==> src/rtl/cc3p_pkg.sv <==
// ----------------------------------------------------------------------------
// cc3p_pkg: shared types and constants
// Request and result payloads and the fixed widths of the circumcircle block.
// ----------------------------------------------------------------------------
`default_nettype none
package cc3p_pkg;

  localparam int FIELD_W    = 12;
  localparam int CENTER_W   = 40;
  localparam int RADIUS_W   = 39;
  localparam int TOL_W      = 8;
  localparam logic [TOL_W-1:0] TOL_RESET = 8'd3;
  localparam int FIFO_DEPTH = 4;
  localparam int FIFO_AW    = 2;

  typedef struct packed {
    logic [FIELD_W-1:0] first_x;
    logic [FIELD_W-1:0] first_y;
    logic [FIELD_W-1:0] second_x;
    logic [FIELD_W-1:0] second_y;
    logic [FIELD_W-1:0] third_x;
    logic [FIELD_W-1:0] third_y;
  } in_req_t;

  typedef struct packed {
    logic signed [CENTER_W-1:0] center_x;
    logic signed [CENTER_W-1:0] center_y;
    logic [RADIUS_W-1:0]        radius;
    logic                       valid_res;
  } out_res_t;

endpackage
`default_nettype wire

==> src/rtl/cc3p_fifo.sv <==
// ----------------------------------------------------------------------------
// cc3p_fifo: short request queue
// Decouples the intake from the arithmetic pipeline.
// ----------------------------------------------------------------------------
`default_nettype none
module cc3p_fifo #(
  parameter int W = 72
) (
  input  logic         clk,
  input  logic         rst_n,
  input  logic         push_vld,
  output logic         push_rdy,
  input  logic [W-1:0] push_data,
  output logic         pop_vld,
  input  logic         pop_rdy,
  output logic [W-1:0] pop_data
);
  import cc3p_pkg::*;

  logic [W-1:0]       mem_r [FIFO_DEPTH];
  logic [FIFO_AW-1:0] wr_ptr_r, rd_ptr_r;
  logic [FIFO_AW:0]   cnt_r;
  logic               do_push, do_pop;

  assign push_rdy = cnt_r != (FIFO_AW+1)'(FIFO_DEPTH);
  assign pop_vld  = cnt_r != '0;
  assign do_push  = push_vld && push_rdy;
  assign do_pop   = pop_vld && pop_rdy;
  assign pop_data = mem_r[rd_ptr_r];

  always_ff @(posedge clk) begin
    if (!rst_n) begin
      wr_ptr_r <= '0;
      rd_ptr_r <= '0;
      cnt_r    <= '0;
    end else begin
      if (do_push) wr_ptr_r <= wr_ptr_r + 1'b1;
      if (do_pop)  rd_ptr_r <= rd_ptr_r + 1'b1;
      if (do_push && !do_pop) begin
        cnt_r <= cnt_r + 1'b1;
      end else if (do_pop && !do_push) begin
        cnt_r <= cnt_r - 1'b1;
      end
    end
  end

  always_ff @(posedge clk) begin
    if (do_push) mem_r[wr_ptr_r] <= push_data;
  end

endmodule
`default_nettype wire

==> config.mk <==
export PLATFORM = sky130hd
export DESIGN_NAME = cc3p_fifo
export DESIGN_NICKNAME = d
export VERILOG_FILES = /design/src/rtl/cc3p_pkg.sv /design/src/rtl/cc3p_fifo.sv
export SDC_FILE = /design/constraint.sdc
export NUM_CORES = 1
export LEC_CHECK = 0
export BUFFER_PORTS_ARGS = -buffer_cell sky130_fd_sc_hd__buf_2
export CORE_UTILIZATION = 35
export DETAILED_ROUTE_END_ITERATION = 10
export PLACE_DENSITY_LB_ADDON = 0.1
export SYNTH_ARGS = -nofsm -noshare
export SYNTH_HDL_FRONTEND = slang
export SYNTH_SLANG_ARGS = --single-unit
==> constraint.sdc <==
create_clock -name clk -period 7.85 [get_ports clk]
set_input_delay 0.3925 -clock clk [delete_from_list [all_inputs] [get_ports clk]]
set_output_delay 0.3925 -clock clk [all_outputs]
set_load 0.01 [all_outputs]
==> After elaboration in Yosys (flattened, before gate mapping) <==
Memories as Yosys holds them, arrays and structs flattened. A register that Yosys moved wholly into a read port is not among the register bits.
Cells that the tools add are included.
{ "totals": {"ff_bits": 7, "ramBits": 288, "output_inout_bits": 74, "mem_count": 1} }
{ "classes": {"addsub": 4, "eq_ne": 1, "n_mux": 6, "n_reduce_logical": 8} }
{ "mem_list": {"columns": ["name", "depth", "word_bits", "read_ports", "rd_clocked_by_memory_dff", "wr", "line_no", "source"], "rows": [
  ["mem_r", 4, 72, 1, 1, 1, "cc3p_fifo.sv:20", "logic [W-1:0] mem_r [FIFO_DEPTH];"]
]} }
{ "ops": {"columns": ["operator", "n"], "rows": [
  ["two-way mux 3 bit", 2],
  ["adder 2 x 1 -> 2 bit (second input constant)", 2],
  ["logical AND 1 bit", 4],
  ["two-way mux 2 bit", 2],
  ["adder 3 x 1 -> 3 bit (second input constant)", 1],
  ["!= test 3 bit (second input constant)", 1],
  ["nonzero test 3 bit", 1],
  ["subtractor 3 x 1 -> 3 bit (second input constant)", 1],
  ["logical NOT 1 bit", 2],
  ["two-way mux 1 bit", 2],
  ["nonzero test 2 bit", 1]
]} }

==> Logic depth before layout (Yosys ltp) <==
Gate-level depths: netlist of run 1.
{ "logic_depth": {"ltp_word": 6, "depth_mapped": 8, "mapped_depth_nobuf": 8} }

==> Worst setup path after synthesis of run 1 <==
OpenSTA, ideal clock, no wires.
{ "synth_timing": {"path_kind": "reg2reg", "startpoint": "reg cnt_r[0]", "endpoint": "mem mem_r[0][0] (enable)", "setup_time_ps": 438, "t_arrival_ps": 2528, "required_time_ps": 7412, "slack_ps": 4884, "path_stages_with_launch": 4, "n_path_buf": 0, "cell_sequence": "dfxtp_1 -> nor2_1 -> a21boi_2 -> and2_1"} }
{ "synth_via": {"elab_chain_len": 4} }
{ "synth_lines": {"columns": ["item", "line_no", "source"], "rows": [
  ["start, declared", "cc3p_fifo.sv:22", "logic [FIFO_AW:0] cnt_r;"],
  ["start signal, assigned", "cc3p_fifo.sv:40", "cnt_r <= cnt_r + 1'b1;"],
  ["start signal, assigned", "cc3p_fifo.sv:42", "cnt_r <= cnt_r - 1'b1;"],
  ["!= test 3 bit", "cc3p_fifo.sv:25", "assign push_rdy = cnt_r != (FIFO_AW+1)'(FIFO_DEPTH);"],
  ["logical AND 1 bit", "cc3p_fifo.sv:27", "assign do_push = push_vld && push_rdy;"],
  ["net do_push", "cc3p_fifo.sv:23", "logic do_push, do_pop;"],
  ["two-way mux 1 bit", "cc3p_fifo.sv:48", "if (do_push) mem_r[wr_ptr_r] <= push_data;"],
  ["two-way mux 1 bit (not written as such)", "cc3p_fifo.sv:48", null],
  ["end, declared", "cc3p_fifo.sv:20", null]
]} }
The timed path passes the listed nets, and every way through them passes these cells.

==> flow_summary.toml, run 1 <==
[drt]
drc_errors = 0
vias = 4878
drt-wirelength-per-cell_um = 20.4
drtAntennaViolNets = 0
first_pass_iters = 4
wl_um = 20600
drt_iter0_markers = 306
vias_per_cell = 4.82

[clock_tree]
cts_setup_buffers = 0
htreeDepth = 1
cts_hold_buffers = 0
cts_buffer_depth = 3
clkLatencyLatePin_ns = 0.55
cts-resized-gates = 0
cts_root_buf = "clkbuf_16"
cts.sink_count = 297
numCtsBuffers = 31
cts_tree = "done"
cts.clk_slew.worst_paths_ns = 0.06

[synth]
async_reset_ff_frac = 0
synth_top_family_by_area = "multiplexers"
synth_compound_area_frac = 0.00411
muxShareOfSynthArea = 0.152
synth_edf_count = 288
seq_area_frac_synth = 0.806
synthTopCellsByArea = "edfxtp_1 (79%), mux4_2 (14%), dfxtp_1 (1.6%)"
yosys_warnings = 0
yosys.area_share.simple = 0.00834
post-synth-top-area-cell = "edfxtp_1"
synth_nets = 506
synthTopCellsByCount = "edfxtp_1 (288), mux4_2 (70), dfxtp_1 (9)"
synthAdderAreaFrac = 0.00754
synth_seq_cells = 297
synth.distinct_cells = 24
syn_area_sq_um = 10900
synth_flop_cell = "edfxtp_1"
synth_cells = 424
synth_top_area_share = 0.790
yosys.cell_count.top_type = "edfxtp_1"
avgSynthCellArea_sq_um = 25.8
synthXorXnorAreaFrac = 0.00320

[layout]
layout.nets = 677
register_area_sq_um = 8840
design_area_sq_um = 13000
multiInputGateArea_sq_um = 1920
final_cells = 1011
fin_util = 0.423
syn_to_final_growth_pct = 18.4
fillCellCount = 2713
drive_above_1_share = 0.446

[global_routing]
antenna_found_initial = 3
grt_pass1_vias = 5136
track_usage = 0.131
grt_pass1_wl_um = 30700
overflow = 0
grt_max_degree = 50

[sta]
final.setup.tns_ns = 0
finalHoldViolCount = 0
rsz0062_at_grt = "no"
slew_headroom = 0.439
tightest_slew_ns = 0.841
setup_viol = 0
fin_crit_ns = 3.39
worst_clock_skew_ns = 0.0162
max_freq_ghz = 0.295
period_share = 0.431
timing.final.max_slew_violations = 0

[power]
powerDensity_nw_per_um2 = 326
peakVddDrop_mv = 0.172
leakage_nw = 4.30

[placed_design]
place_area_sq_um = 12100
gp_congestion = 0.671
dp_cells = 958
port-buffer-count = 149
dp_hpwl_um = 11800

[floorplanning]
start_util = 0.357
dieArea_sq_um = 32000
die_w_um = 179
coreArea_sq_um = 30700
row_count = 64
pin_count = 150
die_h_um = 179

[setup_path]
crit_arrival_ns = 2.99
end_kind = "output port"
cp-start-kind = "register"
required_ns = 7.46
critPathKind = "reg2out"
path_max_fanout = 39

[outcome]
status = "completed"

[min_path]
worstHoldPathType = "in2reg"

[flow_run]
cap_violations = 0
[path summary, 6_finish.rpt]
kind,start,endpoint,slack [ns],cells after the start
hold reg to reg,wr_ptr_r[0],wr_ptr_r[0],0.51,2
setup / recovery,register,pop_data[61],4.46,3
setup reg to reg,cnt_r[0],mem_r[3][15],5.23,4
hold / removal,push_data[22],mem_r[3][22],0.05,1
[report_power, final]
group	leakage (nW)	internal, W	switching, W
Sequential	2.71	0.00193	0.000102
Clock	0.444	0.000744	0.000559
Combinational	1.14	0.000446	0.000444
[critical path, stage by stage, from the launching register on]
cell and delay, ns:
dfxtp_4 0.82, buf_4 0.79, mux4_2 0.64, buf_2 0.16
[cell type report]
| cell class | instances | area share |
|---|---|---|
| antenna | 1 | 0.000193 |
| clock buffer | 34 | 0.0607 |
| clock inverter | 18 | 0.00888 |
| inverter | 3 | 0.000869 |
| multi-input combinational | 107 | 0.148 |
| sequential | 297 | 0.682 |
| tap | 396 | 0.0382 |
| timing repair buffer | 155 | 0.0610 |
[registers in the layout (all words and copies together), names as in the netlist, named ones only]
signal and cells:
wr_ptr_r 2, mem_r 288, rd_ptr_r 2, cnt_r 3
[layout by cell type (no fill, tap or decap), types with 2 or more instances in the layout]
master       n
and2_1       4
and2_4       4
buf_2      149
buf_4        6
clkbuf_1     3
clkbuf_16   31
clkinv_1     8
clkinv_2     6
dfxtp_1      7
dfxtp_4      2
edfxtp_1   288
ha_1         5
inv_1        3
mux2i_1      3
mux4_1       2
mux4_2      70
nand2_1      5
or3_1        2
xnor2_1      3
[per-layer routing]
metal | up-vias | global-route usage | wire length [um]
met2 | 112 | 0.222 | 10300
met1 | 2570 | 0.162 | 8550
met3 | 35 | 0.0380 | 1360
met5 | - | 0 | 39
li1 | 2155 | - | -
met4 | 6 | 0.0353 | 335
[stage by stage]
stage / total power [W] / worst slack (ns) / hold WS (ns)
2_1_floorplan: 0.00270 / 4.88 / 0.468
3_3_place_gp: 0.00298 / 4.90 / 0.478
3_5_place_dp: 0.00299 / 4.89 / 0.506
4_1_cts: 0.00431 / 4.29 / 0.0199
5_1_grt: 0.00445 / 4.16 / 0.0166
6_report: 0.00422 / 4.46 / 0.0529
[kinds of logic after synthesis]
kind of cell,Yosys count
adders and majority gates,6
buffers and inverters,20
muxes,75
DFF,297
AOI/OAI and AO/OA,5
xor gates and xnor gates,4
and+or+nand+nor,17
(Power assumes the default switching activity.)
==> run 2: changes to the inputs <==
clock period = 3.5 ns   (was 7.85 ns; I/O delays follow)
==> run 2 against run 1 <==
Die area stayed put. Worst setup slack worse by 3.5 ns. Sequential power is 120% higher. Global-route usage is 0.29 points higher. Final cell count is 7.9% higher. Sequential share of layout area is 4.7 points lower. Combinational power is 140% higher. Via count is 5.4% higher. Total power is 140% higher. Critical path depth stayed put. First-iteration DRC count is 20% higher. Routed wire length is 1.2% higher. Critical path type unchanged. Largest power group unchanged.
==> flow_summary.toml, run 2 (same netlist as run 1, synthesis figures left out) <==
[outcome]
status = "completed"

[floorplanning]
dieArea_sq_um = 32000
die_h_um = 179
coreArea_sq_um = 30700
die_w_um = 179
start_util = 0.357
pin_count = 150
row_count = 64

[layout]
largest_reg_flops = 288
fillCellCount = 2662
drive_above_1_share = 0.404
final_cell_mix = "edfxtp_1 (288), buf_2 (149), dlygate4sd3_1 (72), mux4_2 (70), clkbuf_16 (35)"
reg.largest.list = "mem_r (288), cnt_r (3)"
syn_to_final_growth_pct = 27.1
final_common_cell = "edfxtp_1"
n_antenna_cell = 0
top_register = "mem_r"
layout.nets = 752

[sta]
period_share = 0.714
setup_viol = 0
holdWs_ns = 0.0186
max_freq_ghz = 0.400
worst_clock_skew_ns = 0.0139
timing.final.max_slew_violations = 0
rsz0062_at_grt = "no"
tightest_slew_ns = 1.17
finalHoldViolCount = 0
fin_crit_ns = 2.50
slew_headroom = 0.221
final.setup.tns_ns = 0

[global_routing]
met1_usage = 0.167
grt_use_met2 = 0.223
grt_max_degree = 73
use_met3 = 0.0390
grt_pass1_wl_um = 31700
top_usage_layer = "met2"
overflow = 0
grt_pass1_vias = 5577
antenna_found_initial = 1
track_usage = 0.133

[drt]
drc_errors = 0
drtAntennaViolNets = 0
vias_per_cell = 4.71
vias = 5140
drt-wirelength-per-cell_um = 19.1
wl_um = 20900
first_pass_iters = 4
drt_iter0_markers = 366

[placed_design]
dp_hpwl_um = 12000
gp_congestion = 0.718
port-buffer-count = 149

[clock_tree]
numCtsBuffers = 34
cts_setup_buffers = 0
cts_hold_buffers = 72
htreeDepth = 2
cts_buffer_depth = 3
cts-resized-gates = 0
cts_root_buf = "clkbuf_16"
clkLatencyLatePin_ns = 0.50
cts.sink_count = 297
cts_tree = "done"
cts.clk_slew.worst_paths_ns = 0.06

[power]
peakVddDrop_mv = 0.421
powerDensity_nw_per_um2 = 721
leakage_nw = 4.70

[setup_path]
end_kind = "output port"
path_max_fanout = 24
endpoint = "pop_data[67]"
timing.rr.end = "cnt_r[2]"
rr_worst_depth = 8
crit_arrival_ns = 2.33
cp-start-kind = "register"
required_ns = 3.32
reg2reg_from = "cnt_r[0]"
rrSetupSlack_ns = 1.16
critPathKind = "reg2out"

[flow_run]
cap_violations = 0

[min_path]
worstHoldPathType = "in2reg"
[run 2: cell types whose count changed in the layout (fill, tap and decap cells not counted)]
cell / delta
bufinv_16: +2
buf_12: +5
dlygate4sd3_1: +72
buf_4: -5
clkinv_2: +1
diode_2: -1
clkbuf_1: +2
clkbuf_16: +4
[run 2: worst max-delay path: stages (launching register included)]
cell	delay, ns
dfxtp_4	0.67
buf_4	0.40
mux4_1	0.59
buf_2	0.16
[run 2: cell type report]
class                   instances  area [sq um]  area share
well taps                     396           495      0.0356
flip-flops and latches        297          8840       0.635
clock inverters                21           180      0.0129
multi-input cells             107          1920       0.138
clock buffers                  40           895      0.0643
inverters                       3          11.3    0.000809
repair buffers                227          1570       0.113
[run 2: where the power goes]
part | internal (W) | switching [W] | total [W]
Combinational | 0.00109 | 0.00102 | 0.00211
Sequential | 0.00432 | 0.000233 | 0.00455
Clock | 0.00205 | 0.00132 | 0.00337
[run 2: routing by layer]
layer  vias to the layer above  share of wire
met4                         2          0.019
met3                        38          0.071
met1                      2640           0.42
li1                       2316              -
met2                       144           0.49
met5                         -        0.00048
[run 2: metrics by stage]
step	util	worst slack (ns)	instances	total power [W]	area, sq um
after CTS	0.454	0.888	1091	0.0102	13900
after global routing	0.454	0.809	1091	0.0105	13900
after global placement	0.395	1.25	958	0.00674	12100
final	0.454	1.00	1091	0.0100	13900
after floorplan	-	0.534	424	0.00605	10900
after detailed placement	0.395	1.18	958	0.00677	12100
[run 2: worst min path at each step]
stage,to,slack [ns],startpoint,cells past startpoint
2_1_floorplan,mem_r[0][0],0.27,push_data[0],0
3_3_place_gp,mem_r[2][22],0.38,push_data[22],1
3_5_place_dp,mem_r[1][70],0.39,push_data[70],1
4_1_cts,wr_ptr_r[1],0.002,rst_n,3
5_1_grt,cnt_r[0],0.04,rst_n,2
6_report,wr_ptr_r[1],0.02,rst_n,3
