### src/rtl/cc3p_pkg.sv
// ----------------------------------------------------------------------------
// cc3p_pkg: shared types and constants
// Request and result payloads and the fixed widths of the circumcircle block.
// ----------------------------------------------------------------------------
`default_nettype none
package cc3p_pkg;

  localparam int FIELD_W    = 12;
  localparam int CENTER_W   = 40;
  localparam int RADIUS_W   = 39;
  localparam int TOL_W      = 8;
  localparam logic [TOL_W-1:0] TOL_RESET = 8'd3;
  localparam int FIFO_DEPTH = 4;
  localparam int FIFO_AW    = 2;

  typedef struct packed {
    logic [FIELD_W-1:0] first_x;
    logic [FIELD_W-1:0] first_y;
    logic [FIELD_W-1:0] second_x;
    logic [FIELD_W-1:0] second_y;
    logic [FIELD_W-1:0] third_x;
    logic [FIELD_W-1:0] third_y;
  } in_req_t;

  typedef struct packed {
    logic signed [CENTER_W-1:0] center_x;
    logic signed [CENTER_W-1:0] center_y;
    logic [RADIUS_W-1:0]        radius;
    logic                       valid_res;
  } out_res_t;

endpackage
`default_nettype wire

### src/rtl/cc3p_if.sv
// ----------------------------------------------------------------------------
// cc3p channel interfaces
// Valid/ready channels for requests, results and the tolerance register.
// ----------------------------------------------------------------------------
`default_nettype none
interface cc3p_in_if;
  import cc3p_pkg::*;
  logic    valid;
  logic    ready;
  in_req_t data;
  modport source (output valid, output data, input ready);
  modport sink (input valid, input data, output ready);
endinterface

`default_nettype wire

### src/rtl/cc3p_front.sv
// ----------------------------------------------------------------------------
// cc3p_front: request intake
// Registers each request and trims or zero-extends the coordinates to the working width.
// ----------------------------------------------------------------------------
`default_nettype none
module cc3p_front #(
  parameter int N = 12
) (
  input  logic             clk,
  input  logic             rst_n,
  cc3p_in_if.sink          in_ch,
  output logic             item_vld,
  input  logic             item_rdy,
  output logic [6*N-1:0]   item_data
);
  import cc3p_pkg::*;

  localparam int TB = (N < FIELD_W) ? N : FIELD_W;

  logic           vld_r;
  logic [6*N-1:0] data_r;
  logic           take;

  assign in_ch.ready = !vld_r || item_rdy;
  assign take        = in_ch.valid && in_ch.ready;
  assign item_vld    = vld_r;
  assign item_data   = data_r;

  always_ff @(posedge clk) begin
    if (!rst_n) begin
      vld_r <= 1'b0;
    end else if (take) begin
      vld_r <= 1'b1;
    end else if (item_rdy) begin
      vld_r <= 1'b0;
    end
  end

  always_ff @(posedge clk) begin
    if (take) begin
      data_r <= {N'(in_ch.data.first_x[TB-1:0]),  N'(in_ch.data.first_y[TB-1:0]),
                 N'(in_ch.data.second_x[TB-1:0]), N'(in_ch.data.second_y[TB-1:0]),
                 N'(in_ch.data.third_x[TB-1:0]),  N'(in_ch.data.third_y[TB-1:0])};
    end
  end

endmodule
`default_nettype wire

### src/flat_wrapper.sv
// flat-port wrapper written by rule: the top's interface ports become plain ports
module cc3p_front_flat import cc3p_pkg::*;
#(
  parameter int N = 12
)
  (clk, rst_n, item_vld, item_rdy, item_data, in_ch_valid, in_ch_data, in_ch_ready);
  cc3p_in_if in_ch_i ();
  input  logic clk;
  input  logic rst_n;
  output logic item_vld;
  input  logic item_rdy;
  output logic [6*N-1:0] item_data;
  input wire logic [$bits(in_ch_i.valid)-1:0] in_ch_valid;
  input wire logic [$bits(in_ch_i.data)-1:0] in_ch_data;
  output wire logic [$bits(in_ch_i.ready)-1:0] in_ch_ready;
  assign in_ch_i.valid = in_ch_valid;
  assign in_ch_i.data = in_ch_data;
  assign in_ch_ready = in_ch_i.ready;
  cc3p_front #(.N(N)) u_core (.clk(clk), .rst_n(rst_n), .in_ch(in_ch_i), .item_vld(item_vld), .item_rdy(item_rdy), .item_data(item_data));
endmodule
### config.mk
export PLATFORM = sky130hd
export DESIGN_NAME = cc3p_front_flat
export DESIGN_NICKNAME = d
export VERILOG_FILES = /design/src/rtl/cc3p_pkg.sv /design/src/rtl/cc3p_if.sv /design/src/rtl/cc3p_front.sv /design/src/flat_wrapper.sv
export SDC_FILE = /design/constraint.sdc
export NUM_CORES = 1
export LEC_CHECK = 0
export BUFFER_PORTS_ARGS = -buffer_cell sky130_fd_sc_hd__buf_2
export CORE_ASPECT_RATIO = 1.5
export CORE_MARGIN = 1.5
export CORE_UTILIZATION = 41
export DETAILED_ROUTE_END_ITERATION = 7
export MAX_ROUTING_LAYER = met4
export PLACE_DENSITY = 0.89
export SYNTH_ARGS = -nofsm -noshare
export SYNTH_HDL_FRONTEND = slang
export SYNTH_SLANG_ARGS = --single-unit
### constraint.sdc
create_clock -name clk -period 1.8 [get_ports clk]
set_input_delay 0.09 -clock clk [delete_from_list [all_inputs] [get_ports clk]]
set_output_delay 0.09 -clock clk [all_outputs]
set_load 0.03 [all_outputs]
Yosys cells after proc, flatten, opt, wreduce, memory -nomap -nowiden --
Cells that the tools add are included.
Word-level totals: bits in registers 73, bits of input ports 76, output and inout bits 74, word-level logic and storage cells 8
Operators by class: multiplexer cells 2, reductions and logical operators 4
Operators by type and width (count):
- $mux 1 | 2
- $reduce_bool 2->1 | 1
- $logic_and 1x1->1 | 1
- $logic_not 1->1 | 1
- $logic_or 1x1->1 | 1

Logic depth before layout (Yosys ltp) --
Gate-level depths: netlist of the first run.
word-level depth 4, depth in mapped cells 2, depth with buffers taken out 2

Worst setup path before layout of the first run --
OpenSTA, ideal clock, no wires.
path type register to register, from register u_core.vld_r (netlist: u_core.item_vld), to register u_core.data_r[0] (netlist: u_core.item_data[0]) (enable), setup time 0.379 ns, data arrival time 1.221 ns, data required time 1.421 ns, setup slack 0.200 ns, stages on the path, launching flop included 3, path buffers 0, clock period less this slack 1.600 ns, cell sequence dfxtp_1 nand2b_4 and2_4
Between the ends: cells in the longest elaborated chain, start to end 3
RTL lines:
- from (decl) | RTL line cc3p_front.sv:20 | logic vld_r;
- from (signal assigned) | RTL line cc3p_front.sv:31 | vld_r <= 1'b0;
- from (signal assigned) | RTL line cc3p_front.sv:33 | vld_r <= 1'b1;
- from (signal assigned) | RTL line cc3p_front.sv:35 | vld_r <= 1'b0;
- $logic_not 1->1 | RTL line cc3p_front.sv:24 | assign in_ch.ready = !vld_r || item_rdy;
- $logic_or 1x1->1 | RTL line cc3p_front.sv:24
- via in_ch_ready | RTL line flat_wrapper.sv:15 | output wire logic [$bits(in_ch_i.ready)-1:0] in_ch_ready;
- $logic_and 1x1->1 | RTL line cc3p_front.sv:25 | assign take = in_ch.valid && in_ch.ready;
- via u_core.take | RTL line cc3p_front.sv:22 | logic take;
- to (signal assigned) | RTL line cc3p_front.sv:41 | data_r <= {N'(in_ch.data.first_x[TB-1:0]), N'(in_ch.data.first_y[TB-1:0]),
- to (decl) | RTL line cc3p_front.sv:21 | logic [6*N-1:0] data_r;
The timed path passes the listed nets, and every way through them passes these cells. A chain may end at the register's enable or synchronous reset.

Final worst setup path of the first run --
from register u_core.vld_r (netlist: u_core.item_vld), to register u_core.data_r[23] (netlist: u_core.item_data[23]) (enable)
Between the ends: cells in the longest elaborated chain, start to end 3
RTL lines (RTL line):
- $logic_not 1->1 | cc3p_front.sv:24
- $logic_or 1x1->1 | cc3p_front.sv:24
- $logic_and 1x1->1 | cc3p_front.sv:25
- via u_core.take | cc3p_front.sv:22
The timed path passes the listed nets, and every way through them passes these cells.

==> impl_results.md, run 1 <==
* Synth Cell Area at 2220 sq um
* Clock skew at 7.20 ps
* Number of synthesized register bits at 73
* Final WS setup at 433 ps
* TritonCTS buffer count at 9
* Yosys warnings at 0
* GPL Wtd Cong at 0.634
* Cell count after placement at 297
* Worst-case reg-to-reg path depth at 3
* Period minus WS final at 1370 ps
* Largest net degree at the start of global routing at 31
* CP Cell Sequence: nand2b_4 -> and2_4 -> buf_12
* Max FO, Critical Path at 30
* Clk buf depth at 2
* Hold wc startpoint: in_ch_valid
* Number of flops mapped to enable cells by yosys at 72
* Count of pins over their slew limit at 0
* Max Clock Freq at 0.732 GHz
* Setup Buffers After CTS at 0
* Cell Area, Placed at 3090 sq um
* Cell row count at 32
* Yosys cell types at 6
* RSZ-0062 raised after global routing: false
* Place WS at 428 ps
* Top_reg_cell synth: edfxtp_1
* Multi-input logic area at 33.8 sq um
* Io pins at 150
* Final Core Density at 0.767
* Post-CTS sizing at 0
* Cells after Synth at 77
* Avg Inst Size Synth at 28.8 sq um
* Mapped Nets at 153
* Reg-to-Reg Start: u_core.item_vld
* CTS tree: built
* Pre-antenna DRT Iters at 4
* Area contributors post-synth: edfxtp_1 97%, dfxtp_1 0.90%, nand2b_4 0.62%, a21boi_2 0.51%, and2_4 0.39%
* Synth top area share at 0.974
* Register area at 2180 sq um
* Nets at 390
* Number of global-route vias before repair at 1813
* WS Path Type: reg -> reg
* Drt total wl at 6050 microns
* Total global-route track usage at 0.220
* Die footprint at 5870 sq um
* Cell taking the most area after synthesis: edfxtp_1
* Async S/R FF share, synth at 0
* Antenna diodes at 0
* Initial Utilization at 0.430
* DR vias/cell at 4.36
* Measured slew at the worst slew-check pin at 361 ps
* Register area share after synthesis at 0.983
* Largest stage delay, worst path at 370 ps
* WHS Path Cells at 2
* # clock sinks at 73
* Routed length per instance at 15.8 microns
* R2R setup slack at 430 ps
* Antenna violations before repair at 0
* Layout cells sized above 1 at 0.524
* Non-Filler Cell Area, Final at 3960 sq um
* Power per standard cell area at 891 nW/um^2
* Slew Limit Headroom at 0.759
* Syn-to-layout area delta at 78.5%
* Final setup vio count at 0
* ANT nets after route at 0
* VDD IR-drop max at 0.580 mV
* FILL cells at 315
* Max-Cap Viols at 0
* Die width at 63.1 microns
* Via count at 1670
* Gr ovfl total at 0
* Residual DRC at 0
* H-tree depth at 3
* Crit-path slowest cell: and2_4
* Worst Hold Class: in -> reg
* Fin. Hold Viols at 0
* Critical Path RT at 1830 ps
* Die Height at 93.1 microns
* Reg2reg end: u_core.item_data[23]
* Status: finished, final reports clean
* CTS clk-pin slew, worst paths at 60 ps
* First-pass GRT wire length at 8740 microns
* Core area at 5160 sq um
* Root buffer cell: clkbuf_8
* 1st-iter DRT viols at 70
* Hold Path End: u_core.item_data[59]
* Layout Cells excl Fill at 383
* Final period utilization at 0.759
* Setup TNS at 0 ps
* Later-pin clock latency in the skew report at 320 ps
* # port buffers at 149
* CP Data Arrival Time at 1390 ps
* CP startpoint kind: flop
* Static Leak at 0.00171 uW
* Worst setup EP type: flop
* Most frequent cell after synthesis: edfxtp_1
[layout make-up]
class	instances	area share
Sequential cell	73	0.551
Timing Repair Buffer	226	0.384
Clock buffer	9	0.0313
Tap cell	68	0.0215
Multi-Input combinational cell	3	0.00853
Clock inverter	3	0.00316
Inverter	1	0.000947
[per-stage QoR]
| step | hold slack, ps | total power (uW) |
|---|---|---|
| 6_report | 317 | 3530 |
| 5_1_grt | 321 | 3670 |
| 4_1_cts | 306 | 3550 |
| 3_3_place_gp | 266 | 2460 |
| 2_1_floorplan | 189 | 2290 |
| 3_5_place_dp | 268 | 2480 |
[flip-flops by register name, summed over array words and instances (netlist names)]
signal            count
u_core.item_data     72
u_core.item_vld       1
[how the worst max path moves through the flow]
stage	start	endpoint	slack (ps)	cells after the start
finish	u_core.item_vld	u_core.item_data[23]	430	3
global route	u_core.item_vld	u_core.item_data[55]	340	3
CTS	u_core.item_vld	u_core.item_data[29]	420	3
detailed placement	u_core.item_vld	u_core.item_data[38]	430	3
global placement	u_core.item_vld	u_core.item_data[34]	480	3
floorplan	u_core.item_vld	u_core.item_data[0]	200	2
[cells in the final DEF (no fill, tap or decap), drive strengths merged]
cell           n
clkbuf         9
clkinv         3
and2           1
nand2b         1
dfxtp          1
edfxtp        72
a21boi         1
buf          152
inv            1
dlygate4sd3   74
[power by group]
group	total (uW)	internal, uW	switching (uW)
Clock	955	457	498
Combinational	562	238	324
Sequential	2010	1990	26.2
Total	3530	2680	849
[worst max-delay path: cells and delay by family (launching register included)]
family / cells / cell delay (ps)
DFF: 1 / 330
buffers and inverters: 1 / 250
and+or+nand+nor: 2 / 460
[cell families after synthesis]
group / Yosys count / synth area share
flip-flops: 73 / 0.983
AND/OR/NAND/NOR: 2 / 0.0101
AO/OA/AOI/OAI: 1 / 0.00507
buffers and inverters: 1 / 0.00169
[routing by layer]
layer,global-route usage,share of wire,up-vias
li1,-,-,780
met4,0.141,0.033,0
met5,-,0,-
met3,0.0578,0.048,16
met2,0.395,0.59,83
met1,0.202,0.33,791
[repair_timing]
item,CTS,global route
hold endpoints to repair,73,0
endpoints found under the setup margin,0,0
hold buffers,74,0
Note: power is estimated with default switching activity, not from simulation.
==> run 2: changes to the inputs <==
--- a/config.mk
+++ b/config.mk
@@ -5,13 +5,14 @@
 export SDC_FILE = /design/constraint.sdc
 export NUM_CORES = 1
 export LEC_CHECK = 0
+export ABC_AREA = 1
 export BUFFER_PORTS_ARGS = -buffer_cell sky130_fd_sc_hd__buf_2
 export CORE_ASPECT_RATIO = 1.5
 export CORE_MARGIN = 1.5
-export CORE_UTILIZATION = 41
+export CORE_UTILIZATION = 37
 export DETAILED_ROUTE_END_ITERATION = 7
 export MAX_ROUTING_LAYER = met4
-export PLACE_DENSITY = 0.89
+export PLACE_DENSITY = 0.85
 export SYNTH_ARGS = -nofsm -noshare
 export SYNTH_HDL_FRONTEND = slang
 export SYNTH_SLANG_ARGS = --single-unit
==> constraint.sdc (replaced) <==
create_clock -name clk -period 1.12 [get_ports clk]
set_input_delay 0.056 -clock clk [delete_from_list [all_inputs] [get_ports clk]]
set_output_delay 0.056 -clock clk [all_outputs]
set_load 0.03 [all_outputs]
==> run 2 against run 1 <==
Non-clock buffer count rose by 3; synthesized cell count rose by 2.6%; cell area rose by 4.9%; fmax rose by 22%; final cell count rose by 3.4%; count of clock-buffer cells in the layout rose by 1; register-to-register slack got worse by 430 ps; sequential share of layout area fell by 2.5 points; flip-flop and latch count did not move; critical path type unchanged; highest routed layer unchanged.
==> impl_results.md, run 2 <==
* Layout Cells excl Fill at 396
* Number of global-route vias before repair at 1829
* Die Height at 97.7 microns
* # clock sinks at 73
* Most frequent cell after synthesis: edfxtp_1
* Register area share after synthesis at 0.986
* Status: finished, final reports clean
* Routed length per instance at 15.5 microns
* Max Clock Freq at 0.895 GHz
* Static Leak at 0.00180 uW
* CTS clk-pin slew, worst paths at 70 ps
* Later-pin clock latency in the skew report at 330 ps
* Period minus WS final at 1120 ps
* Measured slew at the worst slew-check pin at 189 ps
* Syn-to-layout area delta at 87.8%
* Total global-route track usage at 0.202
* Cell taking the most area after synthesis: edfxtp_1
* TritonCTS buffer count at 9
* Power per standard cell area at 1520 nW/um^2
* Mapped Nets at 155
* First-pass GRT wire length at 8960 microns
* Yosys cell types at 7
* Cell count after placement at 303
* Clock skew at 7.36 ps
* Async S/R FF share, synth at 0
* Synth top area share at 0.977
* RSZ-0062 raised after global routing: true
* Fin. Hold Viols at 0
* H-tree depth at 3
* Area contributors post-synth: edfxtp_1 98%, dfxtp_1 0.90%, a21oi_2 0.40%, inv_1 0.34%, nand2_2 0.28%
* Die width at 66.2 microns
* Max FFs per register at 72
* # port buffers at 149
* DR vias/cell at 4.31
* Setup TNS at 0 ps
* Cells after Synth at 79
* CP startpoint kind: flop
* Slew Limit Headroom at 0.875
* DR WL met2 at 3700 microns
* Worst hold slack at 29.1 ps
* Clk buf depth at 2
* GPL Wtd Cong at 0.721
* Synth Cell Area at 2210 sq um
* 1st-iter DRT viols at 100
* Drt total wl at 6160 microns
* Core area at 5790 sq um
* Root buffer cell: clkbuf_8
* Final period utilization at 0.998
* Antenna violations before repair at 0
* Number of flops mapped to enable cells by yosys at 72
* Nets at 395
* ANT nets after route at 0
* Avg Inst Size Synth at 28.0 sq um
* VDD IR-drop max at 1.31 mV
* Gr ovfl total at 0
* WS Path Type: reg -> reg
* Via count at 1706
* Most frequent cells in the layout: 149 x buf_2, 73 x dlygate4sd3_1, 72 x edfxtp_1
* Commonest non-fill, non-tap cell in the layout: buf_2
* Max-Cap Viols at 0
* Max FO, Critical Path at 15
* Antenna diodes at 0
* Pre-antenna DRT Iters at 4
* Worst Hold Class: in -> reg
* Total power at 6310 uW
* Largest net degree at the start of global routing at 29
* CTS tree: built
* Critical Path RT at 1160 ps
* FILL cells at 381
* Worst setup EP type: flop
* Post-synth top cells: 72 x edfxtp_1, 2 x inv_1
* Final setup vio count at 0
* Cell row count at 34
* Metal-1 WL at 1960 microns
* Count of pins over their slew limit at 0
* Die footprint at 6460 sq um
* Number of synthesized register bits at 73
* Initial Utilization at 0.383
* CP Data Arrival Time at 1150 ps
* Layout cells sized above 1 at 0.540
* Yosys warnings at 0
* Met3 wire length at 301 microns
* Io pins at 150
* Top_reg_cell synth: edfxtp_1
* Top sig layer: met4
* Residual DRC at 0
-- run 2: worst paths after layout --
check                                startpoint             endpoint  slack (ps)  depth (start not counted)
worst min-delay path                   item_rdy      u_core.item_vld          30                          4
worst max-delay path            u_core.item_vld  u_core.item_data[1]           2                          3
worst min register to register  u_core.item_vld      u_core.item_vld         540                          2
worst max register to register  u_core.item_vld  u_core.item_data[1]           2                          3
-- run 2: cells by family (layout without fill, tap and decap cells) --
logic type             count (synthesis)  count (layout)  synth area share
AOI/OAI and AO/OA                      2               2           0.00622
and+or+nand+nor                        1               1           0.00283
DFF                                   73              73             0.986
buffers and inverters                  3             248           0.00509
-- run 2: metrics by stage --
step | instance area (sq um) | setup slack (ps) | utilization
2_1_floorplan | 2230 | -920 | -
3_3_place_gp | 3120 | 3.53 | 0.540
3_5_place_dp | 3120 | -17.9 | 0.540
4_1_cts | 4120 | -15.4 | 0.712
5_1_grt | 4160 | -26.0 | 0.718
6_report | 4160 | 2.43 | 0.718
-- run 2: per-layer routing --
layer  GRT usage  up-vias
met1       0.182      817
met5           -        -
met3      0.0521       16
met4      0.0895        0
li1            -      794
met2       0.375       79
-- run 2: critical path: stages (launching register included) --
cell     delay [ps]
dfxtp_4         360
a21oi_4         150
buf_12          170
buf_12          150
-- run 2: report_power, final --
part	switching [uW]	internal (uW)
Combinational	539	429
Clock	870	1240
Sequential	43.1	3190
Total	1450	4860
-- run 2: layout make-up --
class                      count  area (sq um)  share of cell area
clock buffer                  10           128              0.0307
clock inverter                 6          82.6              0.0199
sequential                    73          2190               0.526
multi-input combinational      3          31.3             0.00753
inverter                       3          11.3             0.00271
tap                           72          90.1              0.0217
timing repair buffer         229          1630               0.392
-- run 2: timing repair --
item	in CTS	in global routing
resized for setup	2	0
gates cloned	1	2
setup buffers	1	0
endpoints found under the setup margin	57	60
hold buffers	73	0
endpoints found under the hold margin	73	0
==> run 3: changes to the inputs <==
--- a/config.mk
+++ b/config.mk
@@ -11,6 +11,7 @@
 export CORE_MARGIN = 1.5
 export CORE_UTILIZATION = 37
 export DETAILED_ROUTE_END_ITERATION = 7
+export GPL_TIMING_DRIVEN = 0
 export MAX_ROUTING_LAYER = met4
 export PLACE_DENSITY = 0.85
 export SYNTH_ARGS = -nofsm -noshare
==> run 3 against run 2 <==
The flow now finishes with violations (setup timing); hold slack gained 30 ps; register-to-register slack lost 98 ps; final cell count grew 1.3%; clock power shrank 23%; largest cell class unchanged.
==> impl_results.md, run 3 (synthesis results as in run 2) <==
* Non-Filler Cell Area, Final at 4180 sq um
* Die footprint at 6460 sq um
* CTS tree: built
* Commonest non-fill, non-tap cell in the layout: buf_2
* Drt total wl at 6350 microns
* Number of global-route vias before repair at 1906
* Residual DRC at 0
* Pre-antenna DRT Iters at 4
* 1st-iter DRT viols at 85
* Period minus WS final at 1220 ps
* Initial Utilization at 0.383
* Via count at 1716
* Most frequent cells in the layout: 148 x buf_2, 74 x dlygate4sd3_1, 72 x edfxtp_1
* Status: finished with violations
* Total global-route track usage at 0.209
* Layout Cells excl Fill at 401
* First-pass GRT wire length at 9250 microns
* WS Path Type: reg -> reg
* Routed length per instance at 15.8 microns
* # port buffers at 149
* DR vias/cell at 4.28
* Cell row count at 34
* Io pins at 150
* CP Data Arrival Time at 1260 ps
* Root buffer cell: clkbuf_8
* CP Cell Sequence: a21oi_4 -> buf_6 -> bufbuf_16
* Die Height at 97.7 microns
* Count of pins over their slew limit at 0
* VDD IR-drop max at 0.902 mV
* Violated checks: setup timing
* RSZ-0062 raised after global routing: true
* Syn-to-layout area delta at 89.0%
* CTS clk-pin slew, worst paths at 70 ps
* Antenna diodes at 0
* Max Clock Freq at 0.822 GHz
* FILL cells at 396
* Final setup vio count at 45
* Die width at 66.2 microns
* Final WS setup at -95.9 ps
* Max FFs per register at 72
* Worst setup EP type: flop
* Later-pin clock latency in the skew report at 320 ps
* Cell Area, Placed at 3100 sq um
* Power per standard cell area at 1400 nW/um^2
* Max-Cap Viols at 0
* H-tree depth at 3
* Clk buf depth at 2
* GPL Wtd Cong at 0.688
* Static Leak at 0.00182 uW
* Layout cells sized above 1 at 0.538
* Core area at 5790 sq um
* Largest net degree at the start of global routing at 17
* Gr ovfl total at 0
* TritonCTS buffer count at 9
* Slew Limit Headroom at 0.881
* Total power at 5870 uW
* Place WS at -546 ps
* ANT nets after route at 0
* Nets at 400
* Final period utilization at 1.09
* Max FO, Critical Path at 14
* HPWL after detailed placement at 3490 microns
* Multi-input logic area at 36.3 sq um
* Worst Hold Class: in -> reg
* Cell count after placement at 302
* Clock skew at 5.25 ps
* # clock sinks at 73
* Largest stage delay, worst path at 350 ps
* Antenna violations before repair at 0
* Fin. Hold Viols at 0
* Measured slew at the worst slew-check pin at 178 ps
* Crit-path slowest cell: dfxtp_4
* Critical Path RT at 1160 ps
* CP startpoint kind: flop
* Register area at 2190 sq um
run 3: metrics by stage:
stage,hold WS (ps),setup TNS [ps],utilization
2_1_floorplan,155,-66250,-
3_3_place_gp,232,-87500,0.530
3_5_place_dp,234,-26060,0.537
4_1_cts,9.62,-4680,0.721
5_1_grt,69.0,-4290,0.723
6_report,59.1,-3520,0.723
run 3: timing repair:
| item | in CTS | in global routing |
|---|---|---|
| setup buffers | 6 | 1 |
| hold buffers | 74 | 0 |
| gates cloned | 3 | 0 |
| pin swaps | 1 | 1 |
| setup endpoints to repair | 72 | 73 |
| endpoints found under the hold margin | 73 | 0 |
| gates resized for setup | 8 | 8 |
run 3: layout make-up:
cell class	instances	area share
Clock buffer	11	0.0314
Multi-Input combinational cell	3	0.00867
Tap cell	72	0.0215
Inverter	3	0.00269
Timing Repair Buffer	234	0.408
Clock inverter	5	0.00538
Sequential cell	73	0.522
run 3: worst max-delay path: cells and delay by family (launching register included):
family / cells / cell delay (ps)
DFF: 1 / 350
AOI/OAI and AO/OA: 1 / 180
buffers and inverters: 2 / 400
run 3: worst paths after layout:
path                                      start             endpoint  slack (ps)  cells past startpoint
worst max-delay path            u_core.item_vld  u_core.item_data[3]        -100                      3
worst min-delay path                in_ch_valid      u_core.item_vld          60                      3
worst max register to register  u_core.item_vld  u_core.item_data[3]        -100                      3
worst min register to register  u_core.item_vld      u_core.item_vld         640                      3
run 3: power breakdown:
part,switching [uW],leakage (uW),total (uW),internal [uW]
logic,548,0.00103,1010,465
registers,45.1,0.000705,3240,3190
clock network,843,0.0000819,1620,779
total,1440,0.00182,5870,4430
run 3: metal layers:
layer	track usage	routed length, microns	vias up
met5	-	0	-
met4	0.0863	178	0
met3	0.0545	239	16
met2	0.375	3730	75
met1	0.207	2200	819
li1	-	-	806
